$ cat config.mk
export PLATFORM = sky130hd
export DESIGN_NAME = cau_back
export DESIGN_NICKNAME = d
export VERILOG_FILES = /design/src/sv/cau_pkg.sv /design/src/sv/cau_back.sv
export SDC_FILE = /design/constraint.sdc
export NUM_CORES = 1
export LEC_CHECK = 0
export BUFFER_PORTS_ARGS = -buffer_cell sky130_fd_sc_hd__buf_2
export CAP_MARGIN = 20
export CORE_UTILIZATION = 40
export CTS_BUF_LIST = sky130_fd_sc_hd__clkbuf_4 sky130_fd_sc_hd__clkbuf_8
export DETAILED_ROUTE_END_ITERATION = 12
export PLACE_DENSITY = 0.66
export SLEW_MARGIN = 20
export SYNTH_ARGS = -nofsm -noshare
export SYNTH_HDL_FRONTEND = slang
export SYNTH_SLANG_ARGS = --single-unit
$ cat constraint.sdc
create_clock -name clk -period 5.5 [get_ports clk]
set_input_delay 1.1 -clock clk [delete_from_list [all_inputs] [get_ports clk]]
set_output_delay 1.1 -clock clk [all_outputs]
set_load 0.02 [all_outputs]
$ cat src/sv/cau_pkg.sv
// ---------------------------------------------------------------------------
// cau_pkg
// Shared types and codes of the complex arithmetic unit.
// ---------------------------------------------------------------------------
package cau_pkg;

  localparam int WORD_BITS_DEF = 32;
  localparam int FRAC_BITS_DEF = 16;
  localparam int PORT_BITS     = 32;

  typedef enum logic [1:0] {
    CMD_ADD = 2'd0,
    CMD_SUB = 2'd1,
    CMD_MUL = 2'd2,
    CMD_DIV = 2'd3
  } cmd_t;

  typedef enum logic [1:0] {
    ST_OK   = 2'd0,
    ST_OVF  = 2'd1,
    ST_DIVZ = 2'd2
  } status_t;

  typedef struct packed {
    cmd_t                        command;
    logic signed [PORT_BITS-1:0] a_re;
    logic signed [PORT_BITS-1:0] a_im;
    logic signed [PORT_BITS-1:0] b_re;
    logic signed [PORT_BITS-1:0] b_im;
  } in_word_t;

  typedef struct packed {
    logic signed [PORT_BITS-1:0] res_re;
    logic signed [PORT_BITS-1:0] res_im;
    status_t                     status;
  } out_word_t;

  // control bits that travel with each word down the pipe
  typedef struct packed {
    logic valid;
    logic div_op;
    logic div_zero;
  } ctl_t;

endpackage

$ cat src/sv/cau_back.sv
// ---------------------------------------------------------------------------
// cau_back
// Quotient rounding, saturation to the word range and status encoding.
// ---------------------------------------------------------------------------
module cau_back import cau_pkg::*; #(
  parameter int WORD_BITS = WORD_BITS_DEF
) (
  input  logic                           clk,
  input  logic                           rst_n,
  input  logic                           en,
  input  ctl_t                           ctl_i,
  input  logic [1:0]                     neg_i,
  input  logic [1:0]                     big_i,
  input  logic [1:0][WORD_BITS:0]        mag_i,
  input  logic [1:0][2*WORD_BITS-1:0]    rem_i,
  input  logic [1:0][WORD_BITS-1:0]      q_i,
  input  logic [2*WORD_BITS-1:0]         d_i,
  output logic                           valid_o,
  output out_word_t                      word_o
);

  localparam int MW = WORD_BITS + 1;
  localparam logic [MW-1:0] LIM = {{WORD_BITS{1'b0}}, 1'b1} << (WORD_BITS - 1);

  // stage 1: round quotient half away from zero
  logic               v1_r, div1_r, dz1_r;
  logic [1:0]         neg1_r, big1_r;
  logic [1:0][MW-1:0] m1_r, m_nxt;
  logic [1:0]         up_c;

  always_comb begin
    for (int p = 0; p < 2; p++) begin
      up_c[p]  = ({rem_i[p], 1'b0} >= {1'b0, d_i});
      m_nxt[p] = ctl_i.div_op ? ({1'b0, q_i[p]} + MW'(up_c[p])) : mag_i[p];
    end
  end

  always_ff @(posedge clk) begin
    if (!rst_n) begin
      v1_r <= 1'b0;
    end else if (en) begin
      v1_r <= ctl_i.valid;
    end
  end

  always_ff @(posedge clk) begin
    if (en) begin
      div1_r <= ctl_i.div_op;
      dz1_r  <= ctl_i.div_zero;
      neg1_r <= neg_i;
      big1_r <= big_i;
      m1_r   <= m_nxt;
    end
  end

  // stage 2: saturate
  logic                        v2_r;
  out_word_t                   word2_r, word_nxt;
  logic [1:0]                  ovf_c;
  logic [MW-1:0]               sv_c [2];
  logic [MW-1:0]               tc_c [2];
  logic signed [WORD_BITS-1:0] rw_c [2];

  always_comb begin
    for (int p = 0; p < 2; p++) begin
      if (neg1_r[p]) begin
        ovf_c[p] = big1_r[p] || (m1_r[p] > LIM);
        sv_c[p]  = ovf_c[p] ? LIM : m1_r[p];
        tc_c[p]  = -sv_c[p];
      end else begin
        ovf_c[p] = big1_r[p] || (m1_r[p] >= LIM);
        sv_c[p]  = ovf_c[p] ? (LIM - MW'(1)) : m1_r[p];
        tc_c[p]  = sv_c[p];
      end
      rw_c[p] = tc_c[p][WORD_BITS-1:0];
    end
    if (div1_r && dz1_r) begin
      word_nxt.res_re = '0;
      word_nxt.res_im = '0;
      word_nxt.status = ST_DIVZ;
    end else begin
      word_nxt.res_re = PORT_BITS'(rw_c[0]);
      word_nxt.res_im = PORT_BITS'(rw_c[1]);
      word_nxt.status = (|ovf_c) ? ST_OVF : ST_OK;
    end
  end

  always_ff @(posedge clk) begin
    if (!rst_n) begin
      v2_r <= 1'b0;
    end else if (en) begin
      v2_r <= v1_r;
    end
  end

  always_ff @(posedge clk) begin
    if (en) begin
      word2_r <= word_nxt;
    end
  end

  assign valid_o = v2_r;
  assign word_o  = word2_r;

endmodule

Word-level counts from Yosys, hierarchy flattened

Index checks and enable logic that the tools add are counted.

Register bits: 140
Bits of input ports: 332
Logic and storage cells: 38

Add/subtract/negate cells: 4
$lt $le $gt $ge: 6
Multiplexer cells: 11
Reduce and logical (&&, ||, !) cells: 6

Operators with widths:

| cell                   | count |
|---|---|
| $mux W32               | 6 |
| $ge A65 B64 Y1         | 2 |
| $add A32 B1 Y33        | 2 |
| $ge A33 B32 Y1 const B | 2 |
| $gt A33 B32 Y1 const B | 2 |
| $mux W33               | 2 |
| $neg A32 Y32           | 2 |
| $logic_or A1 B1 Y1     | 4 |
| $mux W1                | 3 |
| $reduce_or A2 Y1       | 1 |
| $logic_and A1 B1 Y1    | 1 |

Longest topological paths before layout

Word-level depth: 5
Depth in mapped cells: 16
Mapped depth without buffers: 16

Worst setup path before layout

No wires, ideal clock.

Kind: input-to-reg
Start point: input port d_i[32]
End point: register m1_r[63] (netlist name), data pin
Arrival time: 4007 ps
Data required time: 5230 ps
Slack: 1223 ps
Stages: 16
Buffers on the path: 0
Cell sequence: inv_1 ha_1 nand4_1 nor4_1 o211ai_1 nand3_1 a2111oi_0 o21ai_0 ha_1 ha_1 inv_1 or4_1 or2_2 nor3_1 xnor2_1 a21oi_1

RTL lines:

| what                   | RTL line       | RTL |
|---|---|---|
| start: declaration     | cau_back.sv:17 | `input logic [2*WORD_BITS-1:0] d_i,` |
| end signal: assignment | cau_back.sv:52 | `m1_r <= m_nxt;` |
| end: declaration       | cau_back.sv:28 | `logic [1:0][MW-1:0] m1_r, m_nxt;` |

==> summary.txt <==
GRT
  • GRT Util Overall: a little over a quarter
  • Largest net degree at the start of global routing: 101
  • First-pass GRT wire length: between 60000 and 70000 um
  • Vias in the first global route: 11200
  • GRT overflow: 0
  • Initial antenna violation count: 19

Placed design
  • Placed cell count: around 2100
  • DP Area: around 14000 um2
  • Dpl ws: around 470 ps
  • Port bufs: a little under 400
  • Hpwl dp: 33900 um
  • Gp weighted congestion: slightly below 1

Clock network
  • TritonCTS sink count: 140
  • CTS tree: built
  • Number of CTS-inserted buffers: 17
  • Worst-path clk slew: approximately 80 ps
  • Root buf cell: clkbuf_8
  • Clk Latency, worst-skew pair: 470 ps
  • Postcts setup bufs: 0
  • H-tree depth: 4
  • Max clock buf depth: 2
  • # resized after CTS: 0
  • Cts hold-fix bufs: 0

Logic synthesis
  • Yosys cell types: 73
  • Sequential fraction of the synthesis area: 35.8%
  • Most used DFF post-synth: edfxtp_1
  • Yosys warnings: 0
  • Post-synthesis cell area: ~12000 um2
  • Mapped Avg Cell Area: slightly below 9 um2
  • Post-Synthesis Cells: 1340
  • Post-synth EDFFs: ~140
  • Share of flip-flops with an asynchronous set or reset: 0%
  • Register bit count reported by yosys: between 100 and 150
  • Net Count, Synth: 1806

Critical path
  • Largest stage delay, worst path: roughly 600 ps
  • Worst setup SP type: input port
  • CP top delay family: simple AND/OR/NAND/NOR gates
  • Critical Path Most Common Cell: ha_1
  • Critical path class: in2reg
  • Crit path buffers/inverters: 3
  • CP cell instances: buf_2, inv_1, ha_1, nand4_1, nor4_1, o211ai_1, nand3_1, a2111oi_0, o21ai_0, ha_1, ha_1, inv_1, or4_1, or2_2, nor3_1, xnor2_1, a21oi_1
  • Data arrival, critical path: ~4700 ps
  • Max Fanout on Critical Path: 3
  • CP max stage cell: or4_1
  • Crit path required time: between 5000 and 6000 ps
  • Critical path capture point type: flop

Drt
  • Routed vias: between 10000 and 15000
  • Detailed-route vias per instance: 5.66
  • Final ANT Viol Nets: 0
  • Post-route DRC violation count: 0
  • Detailed Routing Iterations Pass 1: 5
  • Initial DRC count: around 1100
  • Wire length per cell: 19.5 um
  • WL final: around 42000 um

Timing
  • Worst Skew: between 15 and 20 ps
  • Worst-Margin Slew: about 940 ps
  • Max Transition Viols Final: 0
  • Final-report hold violation count: 0
  • Post-layout min period: 4510 ps
  • Setup WS post-layout: between 900 and 1000 ps
  • RSZ-0062 raised after global routing: false
  • Final period utilization: about four fifths
  • Setup_tns: 0 ps
  • Relative slew slack: ~36%
  • Setup violations, final: 0
  • Max Clock Freq: 222 MHz

Pwr
  • Max VDD drop: 0.000159 V
  • P_leak: between 6 and 7 nW
  • PD cells: 213 nW/um2

Cells and area
  • Fin cells: approximately 2100
  • Cell area after layout: about 15000 um2
  • Nets: 2192
  • Synth-to-Final Area Change: 24.4%
  • Share of cells above drive strength 1: a little over a quarter
  • # fillers: between 2000 and 3000

Floorplanning
  • Die X: 173 um
  • Die Ht: ~170 um
  • Num ports: 399
  • Core Region: ~29000 um2
  • Row cnt: 62
  • Initial Util: 40.7%
  • Die ar.: around 30000 um2

Job
  • Max Cap Viol: 0

Hold path
  • Type of the tightest min-delay check: reg2reg

Run status
  • Status: finished clean
-- path summary, 6_finish.rpt --
check / from / slack, ps / end / cells past startpoint
hold / removal: valid_o$_SDFFE_PN0P_ / 530 / valid_o$_SDFFE_PN0P_ / 2
setup / recovery: d_i[31] / 990 / m1_r[63]$_DFFE_PP_ / 17
setup reg to reg: m1_r[6]$_DFFE_PP_ / 1430 / word_o[50]$_SDFFCE_PP0P_ / 11
hold reg to reg: valid_o$_SDFFE_PN0P_ / 530 / valid_o$_SDFFE_PN0P_ / 2
-- cell usage in the layout (no fill, tap or decap), types with 10 or more instances in the layout --
cell	Yosys	layout
buf_4	1	14
or3_1	22	22
a31oi_1	10	10
nor4_1	25	25
a21oi_1	159	159
a21o_1	11	11
xnor2_1	25	25
nand2_1	94	94
buf_2	5	396
clkbuf_8	0	17
nor3_1	42	42
xor2_1	37	37
ha_1	134	134
a211oi_1	23	23
inv_1	85	85
edfxtp_1	138	138
nand4_1	41	41
diode_2	0	17
and3_1	15	15
nor2_1	148	148
nand3_1	47	47
or4_1	15	15
o21ai_0	86	85
-- metal layers --
layer / vias to the layer above / track usage (%) / part of all wire [%]
li1: 5856 / - / -
met1: 5574 / 33.3 / 41
met2: 589 / 45.1 / 47
met3: 84 / 5.96 / 8.0
met4: 4 / 13.0 / 3.7
met5: - / 0 / 0.053
-- registers in the layout, summed over array words and instances (netlist names) --
name     flops
m1_r        66
v1_r         1
word_o      66
valid_o      1
div1_r       1
neg1_r       2
big1_r       2
dz1_r        1
-- area by class of cell --
| class | instances | area [um2] | share of cell area, % |
|---|---|---|---|
| flip-flops and latches | 140 | 4180 | 28.8 |
| multi-input cells | 1069 | 7000 | 48.1 |
| diodes | 17 | 42.5 | 0.293 |
| clock inverters | 14 | 168 | 1.15 |
| repair buffers | 411 | 2100 | 14.4 |
| inverters | 87 | 327 | 2.25 |
| well taps | 384 | 480 | 3.30 |
| clock buffers | 18 | 241 | 1.66 |
-- worst min-delay path, stage by stage, from the launching register on --
cell     delay (ps)
dfxtp_1         340
mux2i_1          70
nor2b_1          90
-- Yosys cell counts (all sizes together) (6+ instances only) --
cell | instances | share of area [%]
nand2b | 6 | 0.32
o31ai | 8 | 0.51
a31oi | 10 | 0.54
nor2 | 148 | 4.8
nand2 | 94 | 3.0
nor3 | 42 | 1.8
or4 | 18 | 1.3
a2111oi | 7 | 0.52
nor2b | 6 | 0.32
ha | 134 | 14
clkbuf | 36 | 1.2
or3 | 24 | 1.3
xor2 | 37 | 2.8
buf | 8 | 0.34
o21ai | 87 | 3.7
or2 | 8 | 0.43
a21o | 11 | 0.71
inv | 86 | 2.8
o211ai | 9 | 0.58
xnor2 | 25 | 1.9
o21a | 6 | 0.39
nand3 | 47 | 2.0
and3 | 15 | 0.80
a211oi | 23 | 1.5
a31o | 6 | 0.45
edfxtp | 138 | 35
nor4 | 26 | 1.5
a21oi | 159 | 6.8
nand4 | 41 | 2.2
-- logic make-up (layout without fill, tap and decap cells) --
group	count (synthesis)	count (layout)	share of synthesized area, %
AO/OA/AOI/OAI	374	374	19.3
XOR/XNOR	62	62	4.65
adder cells (fa/ha/maj)	134	134	14.3
buffers and inverters	131	530	4.29
flip-flops	140	140	35.8
multiplexers	7	7	0.653
other	0	17	0
AND/OR/NAND/NOR	492	492	20.9
-- per-stage QoR --
| step | power [mW] | hold slack, ps | util [%] |
|---|---|---|---|
| after detailed placement | 2.25 | 507 | 49.1 |
| after global routing | 3.25 | 552 | 50.6 |
| after CTS | 3.11 | 527 | 50.5 |
| after global placement | 2.23 | 498 | 49.1 |
| final | 3.10 | 528 | 50.7 |
| after floorplan | 1.86 | 482 | - |
-- power by group --
part	internal [mW]	leakage (nW)	switching, mW
sequential	1.30	1.39	0.0882
combinational	0.337	4.69	0.509
clock	0.453	0.195	0.409
Note: power is estimated with default switching activity, not from simulation.
