## src/sv/cau_pkg.sv

```systemverilog
// ---------------------------------------------------------------------------
// cau_pkg
// Shared types and codes of the complex arithmetic unit.
// ---------------------------------------------------------------------------
package cau_pkg;

  localparam int WORD_BITS_DEF = 32;
  localparam int FRAC_BITS_DEF = 16;
  localparam int PORT_BITS     = 32;

  typedef enum logic [1:0] {
    CMD_ADD = 2'd0,
    CMD_SUB = 2'd1,
    CMD_MUL = 2'd2,
    CMD_DIV = 2'd3
  } cmd_t;

  typedef enum logic [1:0] {
    ST_OK   = 2'd0,
    ST_OVF  = 2'd1,
    ST_DIVZ = 2'd2
  } status_t;

  typedef struct packed {
    cmd_t                        command;
    logic signed [PORT_BITS-1:0] a_re;
    logic signed [PORT_BITS-1:0] a_im;
    logic signed [PORT_BITS-1:0] b_re;
    logic signed [PORT_BITS-1:0] b_im;
  } in_word_t;

  typedef struct packed {
    logic signed [PORT_BITS-1:0] res_re;
    logic signed [PORT_BITS-1:0] res_im;
    status_t                     status;
  } out_word_t;

  // control bits that travel with each word down the pipe
  typedef struct packed {
    logic valid;
    logic div_op;
    logic div_zero;
  } ctl_t;

endpackage

```

## src/sv/cau_div_step.sv

```systemverilog
// ---------------------------------------------------------------------------
// cau_div_step
// One restoring division stage: produces quotient bit BIT for both parts.
// ---------------------------------------------------------------------------
module cau_div_step import cau_pkg::*; #(
  parameter int WORD_BITS = WORD_BITS_DEF,
  parameter int BIT       = 0
) (
  input  logic                           clk,
  input  logic                           rst_n,
  input  logic                           en,
  input  ctl_t                           ctl_i,
  input  logic [1:0]                     neg_i,
  input  logic [1:0]                     big_i,
  input  logic [1:0][WORD_BITS:0]        mag_i,
  input  logic [1:0][2*WORD_BITS-1:0]    rem_i,
  input  logic [1:0][WORD_BITS-1:0]      xlo_i,
  input  logic [1:0][WORD_BITS-1:0]      q_i,
  input  logic [2*WORD_BITS-1:0]         d_i,
  output ctl_t                           ctl_o,
  output logic [1:0]                     neg_o,
  output logic [1:0]                     big_o,
  output logic [1:0][WORD_BITS:0]        mag_o,
  output logic [1:0][2*WORD_BITS-1:0]    rem_o,
  output logic [1:0][WORD_BITS-1:0]      xlo_o,
  output logic [1:0][WORD_BITS-1:0]      q_o,
  output logic [2*WORD_BITS-1:0]         d_o
);

  localparam int PW = 2 * WORD_BITS;

  logic                           valid_r, div_r, dz_r;
  logic [1:0]                     neg_r, big_r;
  logic [1:0][WORD_BITS:0]        mag_r;
  logic [1:0][PW-1:0]             rem_r, rem_nxt;
  logic [1:0][WORD_BITS-1:0]      xlo_r, q_r, q_nxt;
  logic [PW-1:0]                  d_r;
  logic [PW:0]                    t_c [2];
  logic [PW:0]                    df_c [2];
  logic [1:0]                     ge_c;

  always_comb begin
    q_nxt = q_i;
    for (int p = 0; p < 2; p++) begin
      t_c[p]         = {rem_i[p], xlo_i[p][BIT]};
      df_c[p]        = t_c[p] - {1'b0, d_i};
      ge_c[p]        = (t_c[p] >= {1'b0, d_i});
      rem_nxt[p]     = ge_c[p] ? df_c[p][PW-1:0] : t_c[p][PW-1:0];
      q_nxt[p][BIT]  = ge_c[p];
    end
  end

  always_ff @(posedge clk) begin
    if (!rst_n) begin
      valid_r <= 1'b0;
    end else if (en) begin
      valid_r <= ctl_i.valid;
    end
  end

  always_ff @(posedge clk) begin
    if (en) begin
      div_r <= ctl_i.div_op;
      dz_r  <= ctl_i.div_zero;
      neg_r <= neg_i;
      big_r <= big_i;
      mag_r <= mag_i;
      rem_r <= rem_nxt;
      xlo_r <= xlo_i;
      q_r   <= q_nxt;
      d_r   <= d_i;
    end
  end

  assign ctl_o = '{valid: valid_r, div_op: div_r, div_zero: dz_r};
  assign neg_o = neg_r;
  assign big_o = big_r;
  assign mag_o = mag_r;
  assign rem_o = rem_r;
  assign xlo_o = xlo_r;
  assign q_o   = q_r;
  assign d_o   = d_r;

endmodule

```

## config.mk

```make
export PLATFORM = sky130hd
export DESIGN_NAME = cau_div_step
export DESIGN_NICKNAME = d
export VERILOG_FILES = /design/src/sv/cau_pkg.sv /design/src/sv/cau_div_step.sv
export SDC_FILE = /design/constraint.sdc
export NUM_CORES = 1
export LEC_CHECK = 0
export BUFFER_PORTS_ARGS = -buffer_cell sky130_fd_sc_hd__clkbuf_2
export CAP_MARGIN = 25
export CORE_AREA = 5 5 304 306
export CTS_BUF_LIST = sky130_fd_sc_hd__clkbuf_4
export CTS_CLUSTER_SIZE = 24
export DETAILED_ROUTE_END_ITERATION = 6
export DIE_AREA = 0 0 309 311
export SYNTH_ARGS = -nofsm -noshare
export SYNTH_HDL_FRONTEND = slang
export SYNTH_SLANG_ARGS = --single-unit
```

## constraint.sdc

```tcl
create_clock -name clk -period 6.5 [get_ports clk]
set_input_delay 0.975 -clock clk [delete_from_list [all_inputs] [get_ports clk]]
set_output_delay 0.975 -clock clk [all_outputs]
set_load 0.01 [all_outputs]
```

# After elaboration in Yosys (flattened, before gate mapping)
# Cells that the tools add are included.
[word_totals]
in_bits = 396
word_cells = 20
regBits = 393
[classes]
mux = 2
add_sub_neg = 2
magnitude_cmp = 2
[op_table]
columns = ["operator", "count"]
rows = [
  ["$ge 65x64->1", 2],
  ["$mux 64", 2],
  ["$sub 64x64->64", 2],
]

# Depth between registers and ports, before layout
# Gate-level depths: netlist (run 1).
[logic_depth]
depth_word = 2
mapped_depth = 16

# Worst setup path after synthesis (run 1)
# Ideal clock, no wire load.
[synth_timing]
path_kind = "in2reg"
startpoint = "in d_i[17]"
endpoint = "reg rem_r, in the netlist rem_o[17] (data pin)"
required_ns = 6.240
setup_slack_ns = 2.509
setup_time_ns = 0.260
path_stages = 13
t_arrival_ns = 3.731
path_buffers = 1
path_cell_list = "inv_1 ha_1 and3_1 nand2_1 or4_1 o41ai_2 o211ai_1 a21oi_1 o21ai_1 o21a_2 inv_2 buf_4 mux2_2"
[synth_rtl]
columns = ["element", "line", "text"]
rows = [
  ["start, declared", "cau_div_step.sv:19", "input logic [2*WORD_BITS-1:0] d_i,"],
  ["end signal, assigned", "cau_div_step.sv:68", "rem_r <= rem_nxt;"],
  ["end, declared", "cau_div_step.sv:35", "logic [1:0][PW-1:0] rem_r, rem_nxt;"],
]

==> metrics.yaml, run 1 <==
io_buffers: 786
initial_core_util_pct: 23.3
yosys.area_share.simple_pct: 10.2
coreArea_sq_um: 89300
cpPeakStageDelay_ps: 540
synthMuxAreaShare_pct: 0.673
crit_top_cell: "a21oi_1"
wirelength_microns: 90700
num-fill-cells: 9330
tightest_slew_ps: 979
hold_class: "input pin to flop"
end_kind: "flop"
cts_hold_buf: 0
max-vdd-ir-drop_mv: 0.118
cts_setup_buffers: 0
power.density_nw_per_um2: 264
grt_pass1_wl_microns: 125000
grt_pass1_vias: 17870
worstHoldPathCells: 1
vias: 18317
critPathKind: "input pin to flop"
cts_tree: "done"
ys_types: 73
fmax_ghz: 0.212
crit_arrival_ps: 5340
row_count: 110
start_kind: "input pin"
ant_nets: 0
worst_path_max_delay_cell: "o211ai_1"
fin_crit_sh_pct: 72.7
hold_viol_final: 0
synth_compound_area_share_pct: 16.4
clk_latency_ps: 880
drc: 0
cts_buffers: 116
maxCapViolations: 0
multiInputGateArea_sq_um: 8330
drv_slew: 0
rsz0062_at_grt: "false"
status: "finished, final reports clean"
ctsResizeCount: 0
p_leak_nw: 12.4
die_x_microns: 309
fin_tns_setup_ps: 0
clockBufferDepth: 3
worstRegToRegCells: 2
track_usage_pct: 17.8
antenna_found_initial: 35
overflow: 0
cts_sinks: 393
seq_area_frac_synth_pct: 56.6
drt_iter0_markers: 1442
use_met2_pct: 32.6
cp_max_fo: 29
nNetsFinal: 3214
io_pins: 789
dieArea_sq_um: 96100
clock_skew_ps: 0
htree_levels: 3
clk_pin_slew_ps: 60
synth_top_family_by_area: "compound AO/OA/AOI/OAI gates"
gr-max-usage-layer: "met2"
clock_tree.root_cell: "clkbuf_4"
fin_total_pwr_mw: 7.31
use_met1_pct: 19.2
seq_area_sq_um: 11800
grt_max_degree: 142
place.gp.congestion: 0.885
synth_edf_count: 392
async_reset_ff_share_pct: 0
avgSynthCellArea_sq_um: 11.3
hpwlAfterDp_microns: 74900
syn_to_final_growth_pct: 32.6
drive_gt1_share_pct: 36.8
syn-num-nets: 2362
slew_headroom_pct: 33.8
ys_ff_latch: 393
cp_cell_sequence: "clkbuf_2, inv_1, ha_1, a21oi_1, o211ai_1, a211oi_1, nor2_1, or4b_1, o211ai_1, a21oi_1, o21ai_1, o21a_2, inv_4, buf_12, buf_4, nor2_1, a21oi_1"
gr-usage-met3_pct: 5.27
postSynthCellCount: 1836
crit_required_ps: 7110
synthXorXnorAreaFrac_pct: 4.83
ys_warn_count: 0
synth_fa_ha_area_share_pct: 7.88
wire_per_inst_microns: 22.9
fin_crit_ps: 4720
syn-cell-area_sq_um: 20800
synth_flop_cell: "edfxtp_1"
final-setup-viol-count: 0
dr.pass1.iters: 5
viasPerCell: 4.62
chipHeight_microns: 311
worst paths after layout:
check,from,to,slack [ps]
worst max-delay path,d_i[14],rem_o[16]$_DFFE_PP_,1780
worst min-delay path,xlo_i[24],xlo_o[24]$_DFFE_PP_,220
worst max register to register,valid_r$_SDFFE_PN0P_,valid_r$_SDFFE_PN0P_,5910
worst min register to register,valid_r$_SDFFE_PN0P_,valid_r$_SDFFE_PN0P_,520
cell usage after synthesis, types with 9 or more instances:
master,n,area (sq um)
a211oi_1,9,67.6
a21boi_0,11,82.6
a21o_1,83,623
a21oi_1,237,1190
a31oi_1,21,131
and2_1,12,75.1
and3_1,17,106
buf_2,12,60.1
clkbuf_1,53,199
edfxtp_1,392,11800
ha_1,128,1600
inv_1,88,330
nand2_1,128,480
nand2b_1,16,100
nand3_1,22,110
nand4_1,33,206
nor2_1,159,597
nor2b_1,12,75.1
nor3_1,14,70.1
o211ai_1,10,75.1
o21a_1,14,105
o21ai_0,102,510
o21bai_1,18,135
or3_1,9,56.3
xnor2_1,59,517
xor2_1,56,490
layer usage:
metal / wire length, microns / vias up
li1: - / 8657
met1: 33200 / 8674
met2: 47100 / 826
met3: 7330 / 154
met4: 3100 / 6
met5: 41 / -
critical path: cells and delay by family:
kind,cells,cell delay (ps)
fa+ha+maj,1,370
buf+inv,5,730
simple gates,3,760
compound gates,8,2440
power breakdown:
part | switching [mW] | internal [mW]
sequential | 0.0818 | 3.12
combinational | 1.09 | 0.663
clock | 1.18 | 1.18
kinds of logic (layout without fill, tap and decap cells):
group / Yosys count / count (layout)
buf+inv: 169 / 1110
flops: 393 / 393
other cells: 0 / 15
simple gates: 453 / 453
mux: 13 / 13
compound gates: 563 / 563
xor+xnor: 115 / 115
fa+ha+maj: 130 / 130
sequential cells by signal, summed over array words and instances (netlist names):
signal / cells
div_r: 1
dz_r: 1
xlo_o: 64
neg_o: 2
rem_o: 128
valid_r: 1
d_o: 64
q_o: 64
big_o: 2
mag_o: 66
area by class of cell:
class                   count  share of cell area (%)
diodes                     15                   0.136
well taps                1176                    5.32
flip-flops and latches    393                    42.7
clock inverters            43                   0.815
clock buffers             164                    4.45
repair buffers            813                    15.2
inverters                  90                    1.24
multi-input cells        1274                    30.1
cells in the final DEF, fill, tap and decap left out, drive strengths merged, types with 13 or more instances in the layout:
| cell type | Yosys | layout |
|---|---|---|
| a21boi | 13 | 13 |
| a21o | 83 | 83 |
| a21oi | 238 | 238 |
| a31oi | 21 | 21 |
| and3 | 17 | 17 |
| buf | 26 | 28 |
| clkbuf | 53 | 949 |
| clkinv | 0 | 40 |
| diode | 0 | 15 |
| edfxtp | 392 | 392 |
| ha | 128 | 128 |
| inv | 90 | 93 |
| nand2 | 128 | 128 |
| nand2b | 16 | 16 |
| nand3 | 22 | 22 |
| nand4 | 33 | 33 |
| nor2 | 159 | 159 |
| nor3 | 15 | 15 |
| o21a | 15 | 15 |
| o21ai | 107 | 107 |
| o21bai | 18 | 18 |
| xnor2 | 59 | 59 |
| xor2 | 56 | 56 |
metrics by stage:
stage / hold slack (ps) / std cells / setup WS [ps] / cell area [sq um] / util [%]
2_1_floorplan: 484 / 1836 / 2510 / 20800 / -
3_3_place_gp: 494 / 3746 / 936 / 26100 / 29.3
3_5_place_dp: 515 / 3746 / 924 / 26100 / 29.3
4_1_cts: 22.5 / 3953 / 1950 / 27600 / 30.9
5_1_grt: 74.2 / 3961 / 1680 / 27600 / 30.9
6_report: 217 / 3968 / 1780 / 27600 / 30.9
(Power assumes the default switching activity.)
==> inputs of run 2 (changes only) <==
Settings changed: CORE_AREA 5 5 304 306 to 5 5 303 305, DIE_AREA 0 0 309 311 to 0 0 308 310.
Clock period 6.5 ns to 4.5 ns, I/O delays scaled along.
==> metrics.yaml, run 2 (same netlist as run 1, synthesis figures left out) <==
crit_required_ps: 5200  # was 7110 ps
clockBufferDepth: 3  # unchanged
drive_gt1_share_pct: 34.4  # was 36.8%
worst_path_max_delay_cell: "a2111oi_0"  # was o211ai_1
critPathKind: "input pin to flop"  # unchanged
layout_common_cells: "clkbuf_2 (785), edfxtp_1 (392), dlygate4sd3_1 (343)"  # was clkbuf_2 (785), edfxtp_1 (392), a21oi_1 (237)
power.density_nw_per_um2: 346  # was 264 nW/um^2
end_kind: "flop"  # unchanged
fin_total_pwr_mw: 11.0  # was 7.31 mW
coreArea_sq_um: 89000  # was 89300 sq um
grt_pass1_vias: 20367  # was 17870
crit_arrival_ps: 5070  # was 5340 ps
chipHeight_microns: 310  # was 311 microns
htree_levels: 3  # unchanged
antenna_found_initial: 34  # was 35
vias: 19992  # was 18317
setup_ws_ps: 130  # was 1780 ps
start_kind: "input pin"  # unchanged
grt_pass1_wl_microns: 136000  # was 125000 microns
clk_latency_ps: 940  # was 880 ps
cts_sinks: 393  # unchanged
track_usage_pct: 19.3  # was 17.8%
cp_cell_sequence: "dlygate4sd3_1, clkbuf_2, inv_1, ha_1, fa_1, nor2b_1, o2111ai_1, a31oi_1, o211ai_1, buf_4, a21boi_1, o21ai_0, a2111oi_0, buf_4, o21ai_0, nand2b_1, xnor2_1, o21ai_0, buf_4"  # was clkbuf_2, inv_1, ha_1, a21oi_1, o211ai_1, a211oi_1, nor2_1, or4b_1, o211ai_1, a21oi_1, o21ai_1, o21a_2, inv_4, buf_12, buf_4, nor2_1, a21oi_1
ctsResizeCount: 0  # unchanged
cts_buffers: 109  # was 116
place.gp.congestion: 0.870  # was 0.885
dieArea_sq_um: 95500  # was 96100 sq um
fin_tns_setup_ps: 0  # unchanged
fmax_ghz: 0.229
fin_crit_sh_pct: 97.1
final-setup-viol-count: 0  # unchanged
viasPerCell: 4.54  # was 4.62
wirelength_microns: 97200  # was 90700 microns
dr.pass1.iters: 5  # unchanged
die_x_microns: 308  # was 309 microns
hold_viol_final: 0  # unchanged
largest_reg_flops: 128  # unchanged
syn_to_final_growth_pct: 52.6  # was 32.6%
maxCapViolations: 0  # unchanged
p_leak_nw: 14.2  # was 12.4 nW
ant_nets: 0  # unchanged
clock_tree.root_cell: "clkbuf_4"  # unchanged
num-fill-cells: 8879  # was 9330
drt_iter0_markers: 1413  # was 1442
drv_slew: 0  # unchanged
io_buffers: 786  # unchanged
grt_max_degree: 86  # was 142
overflow: 0  # unchanged
cts_tree: "done"  # unchanged
io_pins: 789  # unchanged
max-vdd-ir-drop_mv: 0.254  # was 0.118 mV
final_common_cell: "clkbuf_2"  # unchanged
clock_skew_ps: 0  # unchanged
hpwlAfterDp_microns: 76900  # was 74900 microns
tightest_slew_ps: 828  # was 979 ps
hold_ws_ps: 106  # was 217 ps
wire_per_inst_microns: 22.1  # was 22.9 microns
rsz0062_at_grt: "false"  # unchanged
cp_max_fo: 3  # was 29
status: "finished, final reports clean"  # unchanged
cpPeakStageDelay_ps: 800  # was 540 ps
clk_pin_slew_ps: 60  # about the same
slew_headroom_pct: 43.4  # was 33.8%
fin_crit_ps: 4370
hold_class: "input pin to flop"  # unchanged
nNetsFinal: 3649  # was 3214
dpl_worst_slack_ps: -325  # was 924 ps
drc: 0  # unchanged
row_count: 110  # unchanged
initial_core_util_pct: 23.4  # was 23.3%
[run 2: repair_timing]
| item | CTS | global route |
|---|---|---|
| hold buffers | 343 | 0 |
| buffers inserted | 0 | 0 |
| endpoints found under the hold margin | 342 | 0 |
[run 2: cell type report]
type | instances | area [sq um] | area share, %
Multi-Input combinational cell | 1274 | 8330 | 26.2
Clock buffer | 150 | 1130 | 3.54
Antenna cell | 18 | 45.0 | 0.142
Timing Repair Buffer | 1255 | 8400 | 26.4
Inverter | 90 | 340 | 1.07
Tap cell | 1176 | 1470 | 4.63
Clock inverter | 46 | 297 | 0.932
Sequential cell | 393 | 11800 | 37.1
[run 2: metrics by stage]
stage / std cells / util [%] / area (sq um)
after floorplan: 1836 / - / 20800
final: 4402 / 35.7 / 31800
after global placement: 3845 / 30.2 / 26900
after detailed placement: 3845 / 30.2 / 26900
after global routing: 4396 / 35.7 / 31800
after CTS: 4384 / 35.7 / 31800
[run 2: final timing paths]
path | start | end | slack [ps] | depth (start not counted)
max | xlo_i[32] | rem_o[122]$_DFFE_PP_ | 130 | 19
min | rem_i[42] | rem_o[43]$_DFFE_PP_ | 110 | 3
max reg2reg | valid_r$_SDFFE_PN0P_ | valid_r$_SDFFE_PN0P_ | 3320 | 3
min reg2reg | valid_r$_SDFFE_PN0P_ | valid_r$_SDFFE_PN0P_ | 1080 | 3
[run 2: worst max-delay path, delay by kind of cell]
kind / cells / cell delay, ps
and+or+nand+nor: 2 / 300
AOI/OAI and AO/OA: 8 / 1910
adders and majority gates: 2 / 650
xor gates and xnor gates: 1 / 110
buffers and inverters: 6 / 1400
[run 2: metal layers]
layer	wire [microns]	vias up	GRT usage, %
li1	-	9520	-
met1	34900	9429	20.2
met2	50900	836	36.3
met3	7460	193	5.69
met4	3900	14	7.30
met5	94	-	0
[run 2: power by group]
| part | switching (mW) | total, mW | internal (mW) |
|---|---|---|---|
| clock network | 1.72 | 3.45 | 1.73 |
| logic | 1.67 | 2.92 | 1.24 |
| registers | 0.131 | 4.64 | 4.51 |
